### src/sv/quad_rotate_project_cull_top_macros.svh
// Assertion macros shared by the quad geometry block.
`ifndef QUAD_ROTATE_PROJECT_CULL_TOP_MACROS_SVH
`define QUAD_ROTATE_PROJECT_CULL_TOP_MACROS_SVH
`ifndef SYNTHESIS
// Checked only out of reset.
`define QRPC_ASSERT(lbl, prop) \
    lbl: assert property (@(posedge i_clk) disable iff (!i_rst_n) prop) \
        else $error("qrpc assertion failed");
// Checked on every edge, reset included.
`define QRPC_ASSERT_ALWAYS(lbl, prop) \
    lbl: assert property (@(posedge i_clk) prop) \
        else $error("qrpc assertion failed");
`else
`define QRPC_ASSERT(lbl, prop)
`define QRPC_ASSERT_ALWAYS(lbl, prop)
`endif
`endif

### src/sv/qrpc_pkg.sv
// Types, constants and arithmetic helpers of the quad geometry block.
`timescale 1ns / 1ps
package qrpc_pkg;

    localparam int SCREEN_FRAC_BITS = 4;
    localparam int FOCAL_Q16        = 45875;   // 0.7 in Q0.16

    localparam int CFG_IDX_W  = 3;
    localparam int CFG_DATA_W = 16;

    localparam int MA_W   = 36;
    localparam int MB_W   = 19;
    localparam int PROD_W = MA_W + MB_W;
    localparam int ACC_W  = 56;
    localparam int DOT_W  = 57;

    // quotient bits kept before the screen value saturates anyway
    localparam int Q_BITS = 17 + SCREEN_FRAC_BITS;
    localparam int DIV_W  = 51;
    localparam int CNT_W  = $clog2(Q_BITS + 1);
    localparam int SUM_W  = Q_BITS + 2;

    localparam int STEP_W = 5;
    localparam logic [STEP_W-1:0] STEP_RZ   = STEP_W'(7);
    localparam logic [STEP_W-1:0] STEP_NUMX = STEP_W'(9);
    localparam logic [STEP_W-1:0] STEP_NUMY = STEP_W'(11);
    localparam logic [STEP_W-1:0] STEP_LAST = STEP_W'(20);

    localparam logic [1:0] CORNER_0 = 2'd0;
    localparam logic [1:0] CORNER_1 = 2'd1;
    localparam logic [1:0] CORNER_2 = 2'd2;
    localparam logic [1:0] CORNER_3 = 2'd3;

    typedef enum logic [CFG_IDX_W-1:0] {
        CFG_SIN_YAW, CFG_COS_YAW, CFG_SIN_PITCH, CFG_COS_PITCH,
        CFG_SCREEN_W, CFG_SCREEN_H, CFG_CAM_DIST, CFG_NEAR
    } t_cfg_idx;

    typedef enum logic [3:0] {
        A_NONE, A_PX, A_PY, A_PZ, A_Z1, A_RX, A_RY, A_ACC, A_UX, A_UY, A_UZ
    } t_asel;

    typedef enum logic [3:0] {
        B_NONE, B_SY, B_CY, B_SP, B_CP, B_H, B_FOC, B_VX, B_VY, B_VZ,
        B_EX, B_EY, B_EZ
    } t_bsel;

    typedef enum logic [2:0] {OP_SET, OP_ADD, OP_SUB, OP_DSET, OP_DADD, OP_HOLD} t_accop;
    typedef enum logic [2:0] {D_NONE, D_RX, D_Z1, D_RY, D_RZ} t_dst;

    typedef struct packed {
        t_asel  a;
        t_bsel  b;
        t_accop op;
        t_dst   dst;
    } t_ucode;

    typedef enum logic [3:0] {
        S_IDLE, S_MUL, S_ACC, S_NEAR, S_DIV, S_FIN, S_EMIT0, S_EMIT1
    } t_state;

    typedef struct packed {
        logic   load;
        logic   mul;
        logic   acc;
        t_ucode uc;
        logic   div_start;
        logic   div_step;
        logic   store_qx;
        logic   store_qy;
        logic   commit;
        logic   emit;
        logic   second;
    } t_cmd;

    typedef struct packed {
        logic [1:0] corner;
        logic       near_ok;
        logic       div_done;
        logic       face_ok;
        logic       out_free;
    } t_sts;

    typedef struct packed {
        logic signed [15:0] pos_x;
        logic signed [15:0] pos_y;
        logic signed [15:0] pos_z;
        logic [1:0]         corner;
        logic [7:0]         face_shade;
    } t_in_item;

    typedef struct packed {
        logic signed [15:0] tri_ax;
        logic signed [15:0] tri_ay;
        logic signed [15:0] tri_bx;
        logic signed [15:0] tri_by;
        logic signed [15:0] tri_cx;
        logic signed [15:0] tri_cy;
        logic               second_triangle;
        logic [7:0]         shade_out;
        logic               last;
    } t_out_item;

    // Step program of the shared multiply-accumulate unit.
    function automatic t_ucode ucode(input logic [STEP_W-1:0] step);
        t_ucode u;
        u = '{a: A_NONE, b: B_NONE, op: OP_HOLD, dst: D_NONE};
        case (step)
            5'd0:  u = '{a: A_PX,  b: B_CY,  op: OP_SET,  dst: D_NONE};
            5'd1:  u = '{a: A_PZ,  b: B_SY,  op: OP_ADD,  dst: D_RX};
            5'd2:  u = '{a: A_PZ,  b: B_CY,  op: OP_SET,  dst: D_NONE};
            5'd3:  u = '{a: A_PX,  b: B_SY,  op: OP_SUB,  dst: D_Z1};
            5'd4:  u = '{a: A_PY,  b: B_CP,  op: OP_SET,  dst: D_NONE};
            5'd5:  u = '{a: A_Z1,  b: B_SP,  op: OP_SUB,  dst: D_RY};
            5'd6:  u = '{a: A_PY,  b: B_SP,  op: OP_SET,  dst: D_NONE};
            5'd7:  u = '{a: A_Z1,  b: B_CP,  op: OP_ADD,  dst: D_RZ};
            5'd8:  u = '{a: A_RX,  b: B_H,   op: OP_SET,  dst: D_NONE};
            5'd9:  u = '{a: A_ACC, b: B_FOC, op: OP_SET,  dst: D_NONE};
            5'd10: u = '{a: A_RY,  b: B_H,   op: OP_SET,  dst: D_NONE};
            5'd11: u = '{a: A_ACC, b: B_FOC, op: OP_SET,  dst: D_NONE};
            5'd12: u = '{a: A_UY,  b: B_VZ,  op: OP_SET,  dst: D_NONE};
            5'd13: u = '{a: A_UZ,  b: B_VY,  op: OP_SUB,  dst: D_NONE};
            5'd14: u = '{a: A_ACC, b: B_EX,  op: OP_DSET, dst: D_NONE};
            5'd15: u = '{a: A_UZ,  b: B_VX,  op: OP_SET,  dst: D_NONE};
            5'd16: u = '{a: A_UX,  b: B_VZ,  op: OP_SUB,  dst: D_NONE};
            5'd17: u = '{a: A_ACC, b: B_EY,  op: OP_DADD, dst: D_NONE};
            5'd18: u = '{a: A_UX,  b: B_VY,  op: OP_SET,  dst: D_NONE};
            5'd19: u = '{a: A_UY,  b: B_VX,  op: OP_SUB,  dst: D_NONE};
            5'd20: u = '{a: A_ACC, b: B_EZ,  op: OP_DADD, dst: D_NONE};
            default: u = '{a: A_NONE, b: B_NONE, op: OP_HOLD, dst: D_NONE};
        endcase
        return u;
    endfunction

    // Q1.14 product sum back to Q4.12: round half up, saturate.
    function automatic logic signed [15:0] round_q12(input logic signed [ACC_W-1:0] v);
        logic signed [ACC_W-1:0] t;
        t = (v + ACC_W'(8192)) >>> 14;
        if (t > ACC_W'(32767)) return 16'sh7FFF;
        if (t < ACC_W'(-32768)) return 16'sh8000;
        return t[15:0];
    endfunction

    function automatic logic signed [15:0] sat_scr(input logic signed [SUM_W-1:0] v);
        if (v > SUM_W'(32767)) return 16'sh7FFF;
        if (v < SUM_W'(-32768)) return 16'sh8000;
        return v[15:0];
    endfunction

endpackage

### src/sv/qrpc_in_if.sv
// Request channel carrying one face corner.
`timescale 1ns / 1ps
interface qrpc_in_if;
    logic               valid;
    logic               ready;
    logic signed [15:0] pos_x;
    logic signed [15:0] pos_y;
    logic signed [15:0] pos_z;
    logic [1:0]         corner;
    logic [7:0]         face_shade;

    modport source (output valid, pos_x, pos_y, pos_z, corner, face_shade, input ready);
    modport sink   (input valid, pos_x, pos_y, pos_z, corner, face_shade, output ready);
endinterface

### src/sv/qrpc_out_if.sv
// Result channel carrying one screen triangle.
`timescale 1ns / 1ps
interface qrpc_out_if;
    logic               valid;
    logic               ready;
    logic signed [15:0] tri_ax;
    logic signed [15:0] tri_ay;
    logic signed [15:0] tri_bx;
    logic signed [15:0] tri_by;
    logic signed [15:0] tri_cx;
    logic signed [15:0] tri_cy;
    logic               second_triangle;
    logic [7:0]         shade_out;
    logic               last;

    modport source (output valid, tri_ax, tri_ay, tri_bx, tri_by, tri_cx, tri_cy,
                    second_triangle, shade_out, last, input ready);
    modport sink   (input valid, tri_ax, tri_ay, tri_bx, tri_by, tri_cx, tri_cy,
                    second_triangle, shade_out, last, output ready);
endinterface

### src/sv/quad_rotate_project_cull_top.sv
// Top level of the quad rotate, project and cull geometry stage.
// Sequence: accept, rotate, near test, project, commit; corner 2 adds the back-face test,
//   a near-rejected corner skips projection, and corner 3 then emits two requests through
//   the output register, each once it is free. No new request is taken until a corner is done,
//   since the shared 36x19 MAC and the 21-step serial divider serve one corner at a time.
// Reset: synchronous active low; controller, config defaults, shade, reject flag, output valid.
`timescale 1ns / 1ps
module quad_rotate_project_cull_top import qrpc_pkg::*; (
    input  logic                  i_clk,
    input  logic                  i_rst_n,
    qrpc_in_if.sink               i_in,
    qrpc_out_if.source            o_out,
    input  logic                  i_cfg_we,
    input  logic [CFG_IDX_W-1:0]  i_cfg_idx,
    input  logic [CFG_DATA_W-1:0] i_cfg_data
);

    t_cmd      cmd;
    t_sts      sts;
    t_in_item  in_item;
    t_out_item out_item;
    logic      out_valid;

    // corner request payload gathered into one struct for the datapath
    assign in_item.pos_x      = i_in.pos_x;
    assign in_item.pos_y      = i_in.pos_y;
    assign in_item.pos_z      = i_in.pos_z;
    assign in_item.corner     = i_in.corner;
    assign in_item.face_shade = i_in.face_shade;

    qrpc_ctrl u_ctrl (
        .i_clk      (i_clk),
        .i_rst_n    (i_rst_n),
        .i_in_valid (i_in.valid),
        .o_in_ready (i_in.ready),
        .i_sts      (sts),
        .o_cmd      (cmd)
    );

    qrpc_datapath u_dp (
        .i_clk       (i_clk),
        .i_rst_n     (i_rst_n),
        .i_cmd       (cmd),
        .o_sts       (sts),
        .i_item      (in_item),
        .i_cfg_we    (i_cfg_we),
        .i_cfg_idx   (i_cfg_idx),
        .i_cfg_data  (i_cfg_data),
        .o_out_valid (out_valid),
        .i_out_ready (o_out.ready),
        .o_out_item  (out_item)
    );

    // triangle request from the output register
    assign o_out.valid           = out_valid;
    assign o_out.tri_ax          = out_item.tri_ax;
    assign o_out.tri_ay          = out_item.tri_ay;
    assign o_out.tri_bx          = out_item.tri_bx;
    assign o_out.tri_by          = out_item.tri_by;
    assign o_out.tri_cx          = out_item.tri_cx;
    assign o_out.tri_cy          = out_item.tri_cy;
    assign o_out.second_triangle = out_item.second_triangle;
    assign o_out.shade_out       = out_item.shade_out;
    assign o_out.last            = out_item.last;

endmodule

### src/sv/qrpc_datapath.sv
// Datapath: config registers, shared MAC, serial divider, corner store, output register.
`timescale 1ns / 1ps
module qrpc_datapath import qrpc_pkg::*; (
    input  logic                  i_clk,
    input  logic                  i_rst_n,
    input  t_cmd                  i_cmd,
    output t_sts                  o_sts,
    input  t_in_item              i_item,
    input  logic                  i_cfg_we,
    input  logic [CFG_IDX_W-1:0]  i_cfg_idx,
    input  logic [CFG_DATA_W-1:0] i_cfg_data,
    output logic                  o_out_valid,
    input  logic                  i_out_ready,
    output t_out_item             o_out_item
);

    logic signed [15:0] r_sin_yaw, r_cos_yaw, r_sin_pitch, r_cos_pitch;
    logic [12:0]        r_scr_w, r_scr_h;
    logic [14:0]        r_cam, r_near;

    logic signed [15:0] r_px, r_py, r_pz;
    logic [1:0]         r_corner;
    logic [7:0]         r_shade_in;

    logic signed [15:0] r_rx, r_ry, r_rz, r_z1;
    logic signed [PROD_W-1:0] r_prod;
    logic signed [ACC_W-1:0]  r_acc, n_acc;
    logic signed [DOT_W-1:0]  r_dot, n_dot;

    logic [DIV_W-1:0]   r_rem, r_dsr;
    logic [Q_BITS-1:0]  r_q;
    logic [CNT_W-1:0]   r_div_cnt;
    logic               r_div_neg, r_div_ovf;
    logic signed [15:0] r_sx, r_sy;

    logic signed [15:0] r_rot_x [3];
    logic signed [15:0] r_rot_y [3];
    logic signed [15:0] r_rot_z [3];
    logic signed [15:0] r_scr_x [3];
    logic signed [15:0] r_scr_y [3];
    logic [7:0]         r_held_shade;
    logic               r_rej;

    logic               r_out_valid;
    t_out_item          r_out;

    // depth and near test
    logic signed [17:0] depth;
    logic               near_ok;
    assign depth   = 18'(r_rz) + $signed({3'b000, r_cam});
    assign near_ok = (depth >= $signed({3'b000, r_near})) && (depth > 18'sd0);

    // back-face edge vectors against stored corners 0 and 1
    logic signed [16:0] ux, uy, uz, vx, vy, vz, ex, ey;
    logic signed [18:0] ez;
    assign ux = 17'(r_rot_x[1]) - 17'(r_rot_x[0]);
    assign uy = 17'(r_rot_y[1]) - 17'(r_rot_y[0]);
    assign uz = 17'(r_rot_z[1]) - 17'(r_rot_z[0]);
    assign vx = 17'(r_rx) - 17'(r_rot_x[0]);
    assign vy = 17'(r_ry) - 17'(r_rot_y[0]);
    assign vz = 17'(r_rz) - 17'(r_rot_z[0]);
    assign ex = -17'(r_rot_x[0]);
    assign ey = -17'(r_rot_y[0]);
    assign ez = -(19'(r_rot_z[0]) + $signed({4'b0000, r_cam}));

    logic signed [MA_W-1:0] mul_a;
    logic signed [MB_W-1:0] mul_b;

    always_comb begin
        case (i_cmd.uc.a)
            A_PX:    mul_a = MA_W'(r_px);
            A_PY:    mul_a = MA_W'(r_py);
            A_PZ:    mul_a = MA_W'(r_pz);
            A_Z1:    mul_a = MA_W'(r_z1);
            A_RX:    mul_a = MA_W'(r_rx);
            A_RY:    mul_a = MA_W'(r_ry);
            A_ACC:   mul_a = r_acc[MA_W-1:0];
            A_UX:    mul_a = MA_W'(ux);
            A_UY:    mul_a = MA_W'(uy);
            A_UZ:    mul_a = MA_W'(uz);
            default: mul_a = '0;
        endcase
        case (i_cmd.uc.b)
            B_SY:    mul_b = MB_W'(r_sin_yaw);
            B_CY:    mul_b = MB_W'(r_cos_yaw);
            B_SP:    mul_b = MB_W'(r_sin_pitch);
            B_CP:    mul_b = MB_W'(r_cos_pitch);
            B_H:     mul_b = MB_W'({1'b0, r_scr_h});
            B_FOC:   mul_b = MB_W'(FOCAL_Q16);
            B_VX:    mul_b = MB_W'(vx);
            B_VY:    mul_b = MB_W'(vy);
            B_VZ:    mul_b = MB_W'(vz);
            B_EX:    mul_b = MB_W'(ex);
            B_EY:    mul_b = MB_W'(ey);
            B_EZ:    mul_b = ez;
            default: mul_b = '0;
        endcase
    end

    always_comb begin
        n_acc = r_acc;
        n_dot = r_dot;
        case (i_cmd.uc.op)
            OP_SET:  n_acc = ACC_W'(r_prod);
            OP_ADD:  n_acc = r_acc + ACC_W'(r_prod);
            OP_SUB:  n_acc = r_acc - ACC_W'(r_prod);
            OP_DSET: n_dot = DOT_W'(r_prod);
            OP_DADD: n_dot = r_dot + DOT_W'(r_prod);
            default: n_acc = r_acc;
        endcase
    end

    logic signed [15:0] rnd;
    assign rnd = round_q12(n_acc);

    // divider setup from the numerator being formed this cycle
    logic signed [ACC_W-1:0] abs_n;
    logic [DIV_W-1:0]        den, mr;
    assign abs_n = n_acc[ACC_W-1] ? -n_acc : n_acc;
    assign den   = DIV_W'(depth[16:0]) << (16 - SCREEN_FRAC_BITS);
    assign mr    = abs_n[DIV_W-1:0] + (den >> 1);

    logic [Q_BITS-1:0]         qv;
    logic signed [Q_BITS:0]    qs;
    logic [SUM_W-1:0]          half_w, half_h;
    logic signed [SUM_W-1:0]   sum_x, sum_y;
    assign qv     = r_div_ovf ? '1 : r_q;
    assign qs     = r_div_neg ? -$signed({1'b0, qv}) : $signed({1'b0, qv});
    assign half_w = (SUM_W'(r_scr_w) << SCREEN_FRAC_BITS) >> 1;
    assign half_h = (SUM_W'(r_scr_h) << SCREEN_FRAC_BITS) >> 1;
    assign sum_x  = $signed(half_w) + SUM_W'(qs);
    assign sum_y  = $signed(half_h) - SUM_W'(qs);

    // configuration
    always_ff @(posedge i_clk) begin
        if (!i_rst_n) begin
            r_sin_yaw   <= 16'sd0;
            r_cos_yaw   <= 16'sd16384;
            r_sin_pitch <= 16'sd0;
            r_cos_pitch <= 16'sd16384;
            r_scr_w     <= 13'd800;
            r_scr_h     <= 13'd560;
            r_cam       <= 15'd13107;
            r_near      <= 15'd819;
        end else if (i_cfg_we) begin
            case (t_cfg_idx'(i_cfg_idx))
                CFG_SIN_YAW:   r_sin_yaw   <= i_cfg_data;
                CFG_COS_YAW:   r_cos_yaw   <= i_cfg_data;
                CFG_SIN_PITCH: r_sin_pitch <= i_cfg_data;
                CFG_COS_PITCH: r_cos_pitch <= i_cfg_data;
                CFG_SCREEN_W:  r_scr_w     <= i_cfg_data[12:0];
                CFG_SCREEN_H:  r_scr_h     <= i_cfg_data[12:0];
                CFG_CAM_DIST:  r_cam       <= i_cfg_data[14:0];
                CFG_NEAR:      r_near      <= i_cfg_data[14:0];
                default:       r_near      <= r_near;
            endcase
        end
    end

    // arithmetic payload
    always_ff @(posedge i_clk) begin
        if (i_cmd.load) begin
            r_px       <= i_item.pos_x;
            r_py       <= i_item.pos_y;
            r_pz       <= i_item.pos_z;
            r_corner   <= i_item.corner;
            r_shade_in <= i_item.face_shade;
        end
        if (i_cmd.mul) begin
            r_prod <= mul_a * mul_b;
        end
        if (i_cmd.acc) begin
            r_acc <= n_acc;
            r_dot <= n_dot;
            case (i_cmd.uc.dst)
                D_RX:    r_rx <= rnd;
                D_Z1:    r_z1 <= rnd;
                D_RY:    r_ry <= rnd;
                D_RZ:    r_rz <= rnd;
                default: r_rx <= r_rx;
            endcase
        end
        if (i_cmd.div_start) begin
            r_rem     <= mr;
            r_dsr     <= den << (Q_BITS - 1);
            r_q       <= '0;
            r_div_neg <= n_acc[ACC_W-1];
            r_div_ovf <= mr >= (den << Q_BITS);
        end else if (i_cmd.div_step) begin
            if (r_rem >= r_dsr) begin
                r_rem <= r_rem - r_dsr;
                r_q   <= {r_q[Q_BITS-2:0], 1'b1};
            end else begin
                r_q   <= {r_q[Q_BITS-2:0], 1'b0};
            end
            r_dsr <= r_dsr >> 1;
        end
        if (i_cmd.store_qx) r_sx <= sat_scr(sum_x);
        if (i_cmd.store_qy) r_sy <= sat_scr(sum_y);
        if (i_cmd.commit && r_corner != CORNER_3) begin
            r_rot_x[r_corner] <= r_rx;
            r_rot_y[r_corner] <= r_ry;
            r_rot_z[r_corner] <= r_rz;
            r_scr_x[r_corner] <= near_ok ? r_sx : 16'sd0;
            r_scr_y[r_corner] <= near_ok ? r_sy : 16'sd0;
        end
        if (i_cmd.emit) begin
            r_out.tri_ax          <= r_scr_x[0];
            r_out.tri_ay          <= r_scr_y[0];
            r_out.tri_bx          <= i_cmd.second ? r_scr_x[2] : r_scr_x[1];
            r_out.tri_by          <= i_cmd.second ? r_scr_y[2] : r_scr_y[1];
            r_out.tri_cx          <= i_cmd.second ? r_sx : r_scr_x[2];
            r_out.tri_cy          <= i_cmd.second ? r_sy : r_scr_y[2];
            r_out.second_triangle <= i_cmd.second;
            r_out.shade_out       <= r_held_shade;
            r_out.last            <= i_cmd.second;
        end
    end

    // control state
    always_ff @(posedge i_clk) begin
        if (!i_rst_n) begin
            r_div_cnt    <= '0;
            r_held_shade <= '0;
            r_rej        <= 1'b0;
            r_out_valid  <= 1'b0;
        end else begin
            if (i_cmd.div_start) begin
                r_div_cnt <= CNT_W'(Q_BITS);
            end else if (i_cmd.div_step && r_div_cnt != '0) begin
                r_div_cnt <= r_div_cnt - 1'b1;
            end
            if (i_cmd.commit) begin
                case (r_corner)
                    CORNER_0: begin
                        r_held_shade <= r_shade_in;
                        r_rej        <= !near_ok;
                    end
                    CORNER_1: r_rej <= r_rej || !near_ok;
                    CORNER_2: r_rej <= r_rej || !near_ok || !(r_dot > DOT_W'(0));
                    default:  r_rej <= r_rej;
                endcase
            end
            if (i_cmd.emit) begin
                r_out_valid <= 1'b1;
            end else if (i_out_ready) begin
                r_out_valid <= 1'b0;
            end
        end
    end

    assign o_sts.corner   = r_corner;
    assign o_sts.near_ok  = near_ok;
    assign o_sts.div_done = (r_div_cnt == '0);
    assign o_sts.face_ok  = !r_rej && near_ok;
    assign o_sts.out_free = !r_out_valid || i_out_ready;

    assign o_out_valid = r_out_valid;
    assign o_out_item  = r_out;

endmodule

### src/sv/qrpc_ctrl.sv
// Controller: sequences MAC steps, divisions, commit and triangle emission.
`timescale 1ns / 1ps
`include "quad_rotate_project_cull_top_macros.svh"
module qrpc_ctrl import qrpc_pkg::*; (
    input  logic i_clk,
    input  logic i_rst_n,
    input  logic i_in_valid,
    output logic o_in_ready,
    input  t_sts i_sts,
    output t_cmd o_cmd
);

    t_state            r_state, n_state;
    logic [STEP_W-1:0] r_step, n_step;

    always_ff @(posedge i_clk) begin
        if (!i_rst_n) begin
            r_state <= S_IDLE;
            r_step  <= '0;
        end else begin
            r_state <= n_state;
            r_step  <= n_step;
        end
    end

    always_comb begin
        n_state    = r_state;
        n_step     = r_step;
        o_in_ready = 1'b0;
        o_cmd      = '0;
        o_cmd.uc   = ucode(r_step);
        case (r_state)
            S_IDLE: begin
                // no request is taken while reset is held
                o_in_ready = i_rst_n;
                if (i_in_valid && i_rst_n) begin
                    o_cmd.load = 1'b1;
                    n_step     = '0;
                    n_state    = S_MUL;
                end
            end
            S_MUL: begin
                o_cmd.mul = 1'b1;
                n_state   = S_ACC;
            end
            S_ACC: begin
                o_cmd.acc = 1'b1;
                if (r_step == STEP_RZ) begin
                    n_state = S_NEAR;
                end else if (r_step == STEP_NUMX || r_step == STEP_NUMY) begin
                    o_cmd.div_start = 1'b1;
                    n_state         = S_DIV;
                end else if (r_step == STEP_LAST) begin
                    n_state = S_FIN;
                end else begin
                    n_step  = r_step + 1'b1;
                    n_state = S_MUL;
                end
            end
            S_NEAR: begin
                // a corner in front of the near plane skips projection
                if (i_sts.near_ok) begin
                    n_step  = r_step + 1'b1;
                    n_state = S_MUL;
                end else begin
                    n_state = S_FIN;
                end
            end
            S_DIV: begin
                if (i_sts.div_done) begin
                    if (r_step == STEP_NUMX) begin
                        o_cmd.store_qx = 1'b1;
                        n_step         = r_step + 1'b1;
                        n_state        = S_MUL;
                    end else begin
                        o_cmd.store_qy = 1'b1;
                        if (i_sts.corner == CORNER_2) begin
                            n_step  = r_step + 1'b1;
                            n_state = S_MUL;
                        end else begin
                            n_state = S_FIN;
                        end
                    end
                end else begin
                    o_cmd.div_step = 1'b1;
                end
            end
            S_FIN: begin
                o_cmd.commit = 1'b1;
                if (i_sts.corner == CORNER_3 && i_sts.face_ok) begin
                    n_state = S_EMIT0;
                end else begin
                    n_state = S_IDLE;
                end
            end
            S_EMIT0: begin
                if (i_sts.out_free) begin
                    o_cmd.emit = 1'b1;
                    n_state    = S_EMIT1;
                end
            end
            S_EMIT1: begin
                if (i_sts.out_free) begin
                    o_cmd.emit   = 1'b1;
                    o_cmd.second = 1'b1;
                    n_state      = S_IDLE;
                end
            end
            default: n_state = S_IDLE;
        endcase
    end

    `QRPC_ASSERT_ALWAYS(a_reset_idle, !i_rst_n |=> (r_state == S_IDLE))
    `QRPC_ASSERT(a_accept_starts, (r_state == S_IDLE && i_in_valid) |=> (r_state == S_MUL && r_step == '0))
    `QRPC_ASSERT(a_div_steps, (r_state == S_DIV) |-> (r_step == STEP_NUMX || r_step == STEP_NUMY))
    `QRPC_ASSERT(a_emit_corner3, (r_state == S_EMIT0 || r_state == S_EMIT1) |-> (i_sts.corner == CORNER_3))

endmodule
### src/flat_wrapper.sv
// flat-port wrapper written by rule: the top's interface ports become plain ports
module quad_rotate_project_cull_top_flat import qrpc_pkg::*;
  (i_clk, i_rst_n, i_cfg_we, i_cfg_idx, i_cfg_data, i_in_valid, i_in_pos_x, i_in_pos_y, i_in_pos_z, i_in_corner, i_in_face_shade, i_in_ready, o_out_valid, o_out_tri_ax, o_out_tri_ay, o_out_tri_bx, o_out_tri_by, o_out_tri_cx, o_out_tri_cy, o_out_second_triangle, o_out_shade_out, o_out_last, o_out_ready);
  qrpc_in_if i_in_i ();
  qrpc_out_if o_out_i ();
  input  logic i_clk;
  input  logic i_rst_n;
  input  logic i_cfg_we;
  input  logic [CFG_IDX_W-1:0] i_cfg_idx;
  input  logic [CFG_DATA_W-1:0] i_cfg_data;
  input wire logic [$bits(i_in_i.valid)-1:0] i_in_valid;
  input wire logic [$bits(i_in_i.pos_x)-1:0] i_in_pos_x;
  input wire logic [$bits(i_in_i.pos_y)-1:0] i_in_pos_y;
  input wire logic [$bits(i_in_i.pos_z)-1:0] i_in_pos_z;
  input wire logic [$bits(i_in_i.corner)-1:0] i_in_corner;
  input wire logic [$bits(i_in_i.face_shade)-1:0] i_in_face_shade;
  output wire logic [$bits(i_in_i.ready)-1:0] i_in_ready;
  output wire logic [$bits(o_out_i.valid)-1:0] o_out_valid;
  output wire logic [$bits(o_out_i.tri_ax)-1:0] o_out_tri_ax;
  output wire logic [$bits(o_out_i.tri_ay)-1:0] o_out_tri_ay;
  output wire logic [$bits(o_out_i.tri_bx)-1:0] o_out_tri_bx;
  output wire logic [$bits(o_out_i.tri_by)-1:0] o_out_tri_by;
  output wire logic [$bits(o_out_i.tri_cx)-1:0] o_out_tri_cx;
  output wire logic [$bits(o_out_i.tri_cy)-1:0] o_out_tri_cy;
  output wire logic [$bits(o_out_i.second_triangle)-1:0] o_out_second_triangle;
  output wire logic [$bits(o_out_i.shade_out)-1:0] o_out_shade_out;
  output wire logic [$bits(o_out_i.last)-1:0] o_out_last;
  input wire logic [$bits(o_out_i.ready)-1:0] o_out_ready;
  assign i_in_i.valid = i_in_valid;
  assign i_in_i.pos_x = i_in_pos_x;
  assign i_in_i.pos_y = i_in_pos_y;
  assign i_in_i.pos_z = i_in_pos_z;
  assign i_in_i.corner = i_in_corner;
  assign i_in_i.face_shade = i_in_face_shade;
  assign i_in_ready = i_in_i.ready;
  assign o_out_valid = o_out_i.valid;
  assign o_out_tri_ax = o_out_i.tri_ax;
  assign o_out_tri_ay = o_out_i.tri_ay;
  assign o_out_tri_bx = o_out_i.tri_bx;
  assign o_out_tri_by = o_out_i.tri_by;
  assign o_out_tri_cx = o_out_i.tri_cx;
  assign o_out_tri_cy = o_out_i.tri_cy;
  assign o_out_second_triangle = o_out_i.second_triangle;
  assign o_out_shade_out = o_out_i.shade_out;
  assign o_out_last = o_out_i.last;
  assign o_out_i.ready = o_out_ready;
  quad_rotate_project_cull_top u_core (.i_clk(i_clk), .i_rst_n(i_rst_n), .i_in(i_in_i), .o_out(o_out_i), .i_cfg_we(i_cfg_we), .i_cfg_idx(i_cfg_idx), .i_cfg_data(i_cfg_data));
endmodule
### config.mk
export PLATFORM = sky130hd
export DESIGN_NAME = quad_rotate_project_cull_top_flat
export DESIGN_NICKNAME = d
export VERILOG_FILES = /design/src/sv/qrpc_pkg.sv /design/src/sv/qrpc_in_if.sv /design/src/sv/qrpc_out_if.sv /design/src/sv/quad_rotate_project_cull_top.sv /design/src/sv/qrpc_datapath.sv /design/src/sv/qrpc_ctrl.sv /design/src/flat_wrapper.sv
export VERILOG_INCLUDE_DIRS = /design/src /design/src/sv
export SDC_FILE = /design/constraint.sdc
export NUM_CORES = 2
export LEC_CHECK = 0
export BUFFER_PORTS_ARGS = -buffer_cell sky130_fd_sc_hd__buf_2
export CORE_AREA = 2 2 354 356
export CTS_CLUSTER_SIZE = 40
export DETAILED_ROUTE_END_ITERATION = 10
export DIE_AREA = 0 0 356 358
export PLACE_DENSITY_LB_ADDON = 0.2
export SYNTH_ARGS = -nofsm -noshare
export SYNTH_HDL_FRONTEND = slang
export SYNTH_SLANG_ARGS = --single-unit
export TNS_END_PERCENT = 5
### constraint.sdc
create_clock -name i_clk -period 24.9 [get_ports i_clk]
set_input_delay 2.49 -clock i_clk [delete_from_list [all_inputs] [get_ports i_clk]]
set_output_delay 2.49 -clock i_clk [all_outputs]
set_load 0.01 [all_outputs]
* Yosys cells after proc, flatten, opt, wreduce, memory -nomap -nowiden *
Memories as Yosys holds them, arrays and structs flattened. A register that Yosys moved wholly into a read port is not among the register bits.
Cells that the tools add are included.

storage, ports and cells
  flip-flop bits (word level) = 662
  ROM bits = 448
  memories kept = 6
  RAM bits = 240
  input bits = 82

memory list
  memory               words  bits a word  rd ports  clocked after Yosys merged registers in  write ports  RTL line             source
  (name not given)     32     14           1         1                                        0            qrpc_pkg.sv:108      case (step)
  u_core.u_dp.r_rot_x  3      16           2         0                                        1            qrpc_datapath.sv:36  logic signed [15:0] r_rot_x [3];
  u_core.u_dp.r_rot_y  3      16           2         0                                        1            qrpc_datapath.sv:37  logic signed [15:0] r_rot_y [3];
  u_core.u_dp.r_rot_z  3      16           2         0                                        1            qrpc_datapath.sv:38  logic signed [15:0] r_rot_z [3];
  u_core.u_dp.r_scr_x  3      16           3         1                                        1            qrpc_datapath.sv:39  logic signed [15:0] r_scr_x [3];
  u_core.u_dp.r_scr_y  3      16           3         1                                        1            qrpc_datapath.sv:40  logic signed [15:0] r_scr_y [3];

cells by class
  bitwise logic cells = 1
  reduce and logical (&&, ||, !) cells = 46
  multiply operators = 1
  mux-type cells = 92
  $add $sub $neg = 23
  order comparisons = 11
  equality and inequality tests = 61

operators by type and width
  cell                                                                             number
  36-bit one-hot mux with 10 select lines                                          1
  16-bit 2-to-1 mux                                                                18
  19-bit one-hot mux with 12 select lines                                          1
  51-bit 2-to-1 mux                                                                4
  56-bit one-hot mux with 3 select lines                                           1
  57-bit one-hot mux with 2 select lines                                           1
  16-bit by 16-bit subtractor with 17-bit output                                   6
  49-bit 2-to-1 mux                                                                2
  5-bit 2-to-1 mux                                                                 12
  57-bit by 55-bit adder with 57-bit output                                        1
  57-bit by 1-bit > comparator with 1-bit output (second input constant)           1
  56-bit by 15-bit adder with 56-bit output (second input constant)                1
  56-bit by 55-bit adder with 56-bit output                                        1
  56-bit by 55-bit subtractor with 56-bit output                                   1
  36-bit by 19-bit multiplier with 55-bit output                                   1
  51-bit by 28-bit adder with 51-bit output                                        1
  51-bit by 49-bit >= comparator with 1-bit output                                 1
  51-bit by 50-bit >= comparator with 1-bit output                                 1
  51-bit negation                                                                  1
  51-bit by 49-bit subtractor with 51-bit output                                   1
  4-bit by 3-bit equality test with 1-bit output (second input constant)           12
  23-bit by 16-bit > comparator with 1-bit output (second input constant)          2
  23-bit by 16-bit less-than comparator with 1-bit output (second input constant)  2
  42-bit by 16-bit > comparator with 1-bit output (second input constant)          1
  51 further kinds                                                                 161

* Depth between registers and ports, before layout *
  depth in word-level cells = 11
  gate-level depth with buffers = 59
  mapped depth without buffers = 53

* Cells and area by module *
A second synthesis with hierarchy kept.

unflattened totals
  cells, all modules = 8770
  area total of the unflattened synthesis = 81538.2 um^2

by module, submodules not included
  module         area an instance (um^2)  instances  cells an instance
  qrpc_datapath  79840.3                  1          8570
  qrpc_ctrl      1697.9                   1          200

* Worst setup path after synthesis *
No wires, ideal clock.

  path type = reg2reg
  start = register u_core.u_dp.r_prod[5]
  end = register u_core.u_dp.r_div_ovf, data pin
  data arrival time = 10914 ps
  clock period less this slack = 11172 ps
  setup slack = 13728 ps
  stages on the path, launching flop included = 55
  cell sequence = edfxtp_1 > nor4_2 > nand2_1 > nor4b_1 > nand2_1 > or2_2 > o21ai_0 > xor2_1 > ha_1 > clkbuf_1 > a21oi_1 > o21ai_0 > or2_2 > nor4bb_1 > nor4_1 > or4_1 > and3_4 > buf_6 > (+19 left out) > xnor2_1 > ha_1 > nor2b_1 > o21a_1 > o21a_1 > o21a_1 > o21a_1 > o21a_1 > o21a_1 > o21a_1 > o21ai_0 > nand2b_1 > a21oi_1 > o21ai_0 > a21o_1 > a2111oi_0 > a211o_1 > o21ai_1

on the way
  elaborated cells on any way between the ends = 7
  classes of those cells = 4 x add/sub; 1 x order compare; 2 x mux

RTL lines
  item                                                                                                                RTL line                                    source
  start, declared                                                                                                     qrpc_datapath.sv:26                         logic signed [PROD_W-1:0] r_prod;
  start signal, assigned                                                                                              qrpc_datapath.sv:170                        r_prod <= mul_a * mul_b;
  56-bit by 55-bit subtractor with 56-bit output / 56-bit by 55-bit adder with 56-bit output (equally long branches)  qrpc_datapath.sv:106, qrpc_datapath.sv:105
  56-bit one-hot mux with 3 select lines *                                                                            qrpc_datapath.sv:103                        case (i_cmd.uc.op)
  net u_core.u_dp.n_acc[55]                                                                                           qrpc_datapath.sv:27                         logic signed [ACC_W-1:0] r_acc, n_acc;
  51-bit 2-to-1 mux *                                                                                                 qrpc_datapath.sv:119                        assign abs_n = n_acc[ACC_W-1] ? -n_acc : n_acc;
  51-bit by 28-bit adder with 51-bit output *                                                                         qrpc_datapath.sv:121                        assign mr = abs_n[DIV_W-1:0] + (den >> 1);
  51-bit by 50-bit >= comparator with 1-bit output *                                                                  qrpc_datapath.sv:188                        r_div_ovf <= mr >= (den << Q_BITS);
  end signal, assigned                                                                                                qrpc_datapath.sv:188
  end, declared                                                                                                       qrpc_datapath.sv:33                         logic r_div_neg, r_div_ovf;

Mark *: on every way through the listed nets, which the timed path passes. The rest lies on a longest branch.
A chain may end at the register's enable or synchronous reset.

* Worst setup path after layout *
  start = register u_core.u_dp.r_prod[5]
  end = register u_core.u_dp.r_div_ovf, data pin

on the way
  word-level cells in the longest chain between the ends = 6
  elaborated cells on any way between the ends = 7
  classes of those cells = 4 x add/sub; 1 x order compare; 2 x mux

RTL lines
  item                                                                                                                RTL line
  56-bit by 55-bit subtractor with 56-bit output / 56-bit by 55-bit adder with 56-bit output (equally long branches)  qrpc_datapath.sv:106, qrpc_datapath.sv:105
  56-bit one-hot mux with 3 select lines *                                                                            qrpc_datapath.sv:103
  51-bit negation                                                                                                     qrpc_datapath.sv:119
  51-bit 2-to-1 mux *                                                                                                 qrpc_datapath.sv:119
  51-bit by 28-bit adder with 51-bit output *                                                                         qrpc_datapath.sv:121
  51-bit by 50-bit >= comparator with 1-bit output *                                                                  qrpc_datapath.sv:188

Mark *: on every way between the ends. The rest lies on a longest branch, timed or not.

==> results_dict.tcl <==
set metrics [dict create \
    async_reset_ff_share_pct 0 \
    cts-htree-levels 3 \
    final_layout_size_suffix_gt1_share_pct 7.560 \
    dieArea_um2 127400 \
    ys.warnings.count 0 \
    synth_fa_ha_area_share_pct 25.03 \
    ios 190 \
    critPathKind "flip-flop to flip-flop" \
    antenna_found_initial 18 \
    track_usage_pct 42.18 \
    synth_top_family_by_area "adder cells" \
    ys_ff_latch 899 \
    setup_viol 0 \
    synth_xor_area_share_pct 4.759 \
    coreArea_um2 123300 \
    start_util_pct 65.67 \
    ir_drop_mv 0.06764 \
    dpl_worst_slack_ns 11.39 \
    nNetsFinal 10110 \
    drt_iter0_markers 9096 \
    synthesis.area_um2 80980 \
    hold_depth 0 \
    post_cts_buffers 0 \
    fin_hold_ws_ns 0.4139 \
    grt_pass1_vias 66740 \
    synth_compound_area_share_pct 15.17 \
    grt_pass1_wl_um 406300 \
    clkTransAtPathRegs_ns 0.06 \
    fillers 9279 \
    dp.cells 10350 \
    fp.dieH_um 358 \
    cts-root-buf "clkbuf_16" \
    cts_tree "done" \
    cap_violations 0 \
    maxSlewViolCount 0 \
    wl_per_cell_um 25.71 \
    synth_area_per_cell_um2 9.258 \
    syn2layout_area_growth_pct 7.333 \
    synth-edff-count 689 \
    clock_latency_ns 0.74 \
    drt_pass1_iterations 8 \
    dp_hpwl_um 208000 \
    port_buffers 189 \
    cp_max_fo 49 \
    finalClockSkew_ns 0.05604 \
    finalHoldViolCount 0 \
    synthMuxAreaShare_pct 1.599 \
    ys.flop_type "edfxtp_1" \
    crit_required_ns 25.43 \
    rows 129 \
    outcome "finished clean" \
    worst_pin_slew_ns 1.277 \
    vias 68980 \
    drc 0 \
    fin_tns_setup_ns 0 \
    grt_max_degree 115 \
    post_cts_resized 0 \
    cts_buffers 94 \
    maxClockFrequency_mhz 71.39 \
    stdcell_count 10530 \
    top_usage_layer "met2" \
    post-route-period-util_pct 56.25 \
    via_per_inst 6.550 \
    totalWireLength_um 270700 \
    cts_max_path_buffers 3 \
    clock_sinks 899 \
    ys_seq_area_share_pct 30.74 \
    max_stage_delay_ns 1.07 \
    ant_nets 0 \
    setup.worst_path.start_class "flip-flop" \
    crit_slowest_cell "nor4b_1" \
    max-slew-margin-rel_pct 13.69 \
    synthesis.nets 10050 \
    grt_overflow 0 \
    synth.distinct_cells 108 \
    ctsHoldBuffers 0 \
    grt_use_met2_pct 63.32 \
    synth_cells 8747 \
    r2r_cells 49 \
    p_leak_nw 37.62 \
    p_per_area_nw_per_um2 57.21 \
    arrival_ns 14.54 \
    synthSimpleGateAreaFrac_pct 16.29 \
    period_needed_ns 14.01 \
    die_w_um 356 \
    grtUsageMet1_pct 57.31 \
    place_congestion 1.032 \
    finalWorstSetupSlack_ns 10.89 \
    rsz0062_at_grt "false" \
    worstSetupEndpointType "flip-flop" \
    grt.met3_usage_pct 11.35 \
    min_path_type "flip-flop to flip-flop" \
]
critical path, delay by kind of cell, from the launching register on:
kind	cells	cell delay, ns
flops	1	0.52
compound gates	16	3.30
fa+ha+maj	4	1.14
xor+xnor	3	0.60
buf+inv	1	0.48
simple gates	25	7.73
metal layers:
metal  up-vias  share of wire (%)
li1      30300                  -
met2      4202                 44
met3       769                 12
met5         -              0.034
met4        18                5.2
met1     33700                 39
power breakdown:
part	total, mW	switching [mW]	internal (mW)
Combinational	1.78	1.15	0.633
Clock	1.42	0.642	0.776
Sequential	1.77	0.0833	1.69
cells by family after synthesis:
logic type,count (synthesis)
AND/OR/NAND/NOR,2815
multiplexers,119
XOR/XNOR,440
buffers and inverters,1365
AO/OA/AOI/OAI,1892
flip-flops,899
adder cells (fa/ha/maj),1217
per-stage QoR:
step	utilization [%]	power, mW	instance area, um2
after global routing	70.48	5.174	86910
after global placement	68.00	3.486	83850
after floorplan	-	2.964	80980
final	70.49	4.973	86920
after CTS	70.47	4.922	86900
after detailed placement	68.00	3.516	83850
final timing paths:
kind | from | end | slack [ns]
min | u_core.u_dp.r_scr_x[0][3]$_DFFE_PP_ | u_core.u_dp.o_out_item[93]$_DFFE_PP_ | 0.41
min reg2reg | u_core.u_dp.r_scr_x[0][3]$_DFFE_PP_ | u_core.u_dp.o_out_item[93]$_DFFE_PP_ | 0.41
max | u_core.u_dp.r_prod[5]$_DFFE_PP_ | u_core.u_dp.r_div_ovf$_DFFE_PP_ | 10.89
max reg2reg | u_core.u_dp.r_prod[5]$_DFFE_PP_ | u_core.u_dp.r_div_ovf$_DFFE_PP_ | 10.89
cell usage in the layout, fill, tap and decap left out, drive strengths merged, types with 157 or more instances in the layout:
master	synthesis	layout
inv	999	1004
nor3	159	159
a21o	181	181
a21oi	456	456
a21boi	165	165
o21ai	434	434
edfxtp	689	689
nand2	1133	1133
nor2	601	601
fa	672	672
xnor2	283	283
xor2	157	157
nand3	168	168
buf	37	332
dfxtp	210	210
ha	545	545
registers in the layout, indices dropped and copies added (netlist names), 21 cells and up:
name                    flops
u_core.u_dp.r_rot_x        32
u_core.u_dp.r_prod         55
u_core.u_dp.o_out_item    105
u_core.u_dp.r_dsr          49
u_core.u_dp.r_rem          51
u_core.u_dp.r_acc          56
u_core.u_dp.r_scr_y        48
u_core.u_dp.r_dot          57
u_core.u_dp.r_q            21
u_core.u_dp.r_rot_y        32
u_core.u_dp.r_scr_x        48
u_core.u_dp.r_rot_z        32
Yosys cell counts (16+ instances only):
cell type  instances  area share [%]
mux2i_1           36            0.44
nor2_1           600             2.8
nand2_1         1133             5.3
mux2_2            81             1.1
or4_1             26            0.24
nor2b_1          123            0.95
o21ai_1           16           0.099
nand4_1           84            0.65
nor4_1            64            0.49
xor2_1           157             1.7
edfxtp_1         689              26
a21boi_0         164             1.5
a221oi_1          19            0.21
xnor2_1          283             3.1
nor3_1           158            0.98
a31oi_1           78            0.60
a22o_1            25            0.27
ha_1             545             8.4
nand2b_1         108            0.83
fa_1             672              17
or3_1             59            0.46
o21ai_0          418             2.6
inv_1            995             4.6
and4_1            17            0.18
o21a_1            55            0.51
o22ai_1           36            0.28
nand3_1          168             1.0
o211ai_1          44            0.41
and2_1            63            0.49
a21oi_1          455             2.8
a22oi_1           68            0.63
a222oi_1          18            0.22
a211o_1           17            0.18
or2_2             32            0.25
a211oi_1          38            0.35
o21bai_1          36            0.33
clkbuf_1         320             1.5
dfxtp_1          210             5.2
a21o_1           181             1.7
nor3b_1           24            0.22
and3_1            93            0.72
o31ai_1           49            0.45
cell type report:
cell class,instances,area [um2],area share [%]
Tap cell,1637,2048,2.356
Clock inverter,42,386.6,0.4448
Antenna cell,5,12.51,0.01439
Multi-Input combinational cell,6483,51130,58.83
Sequential cell,899,24890,28.64
Clock buffer,130,2663,3.063
Timing Repair Buffer,332,2019,2.323
Inverter,1003,3765,4.331
Power figures use the tool's default switching activity.
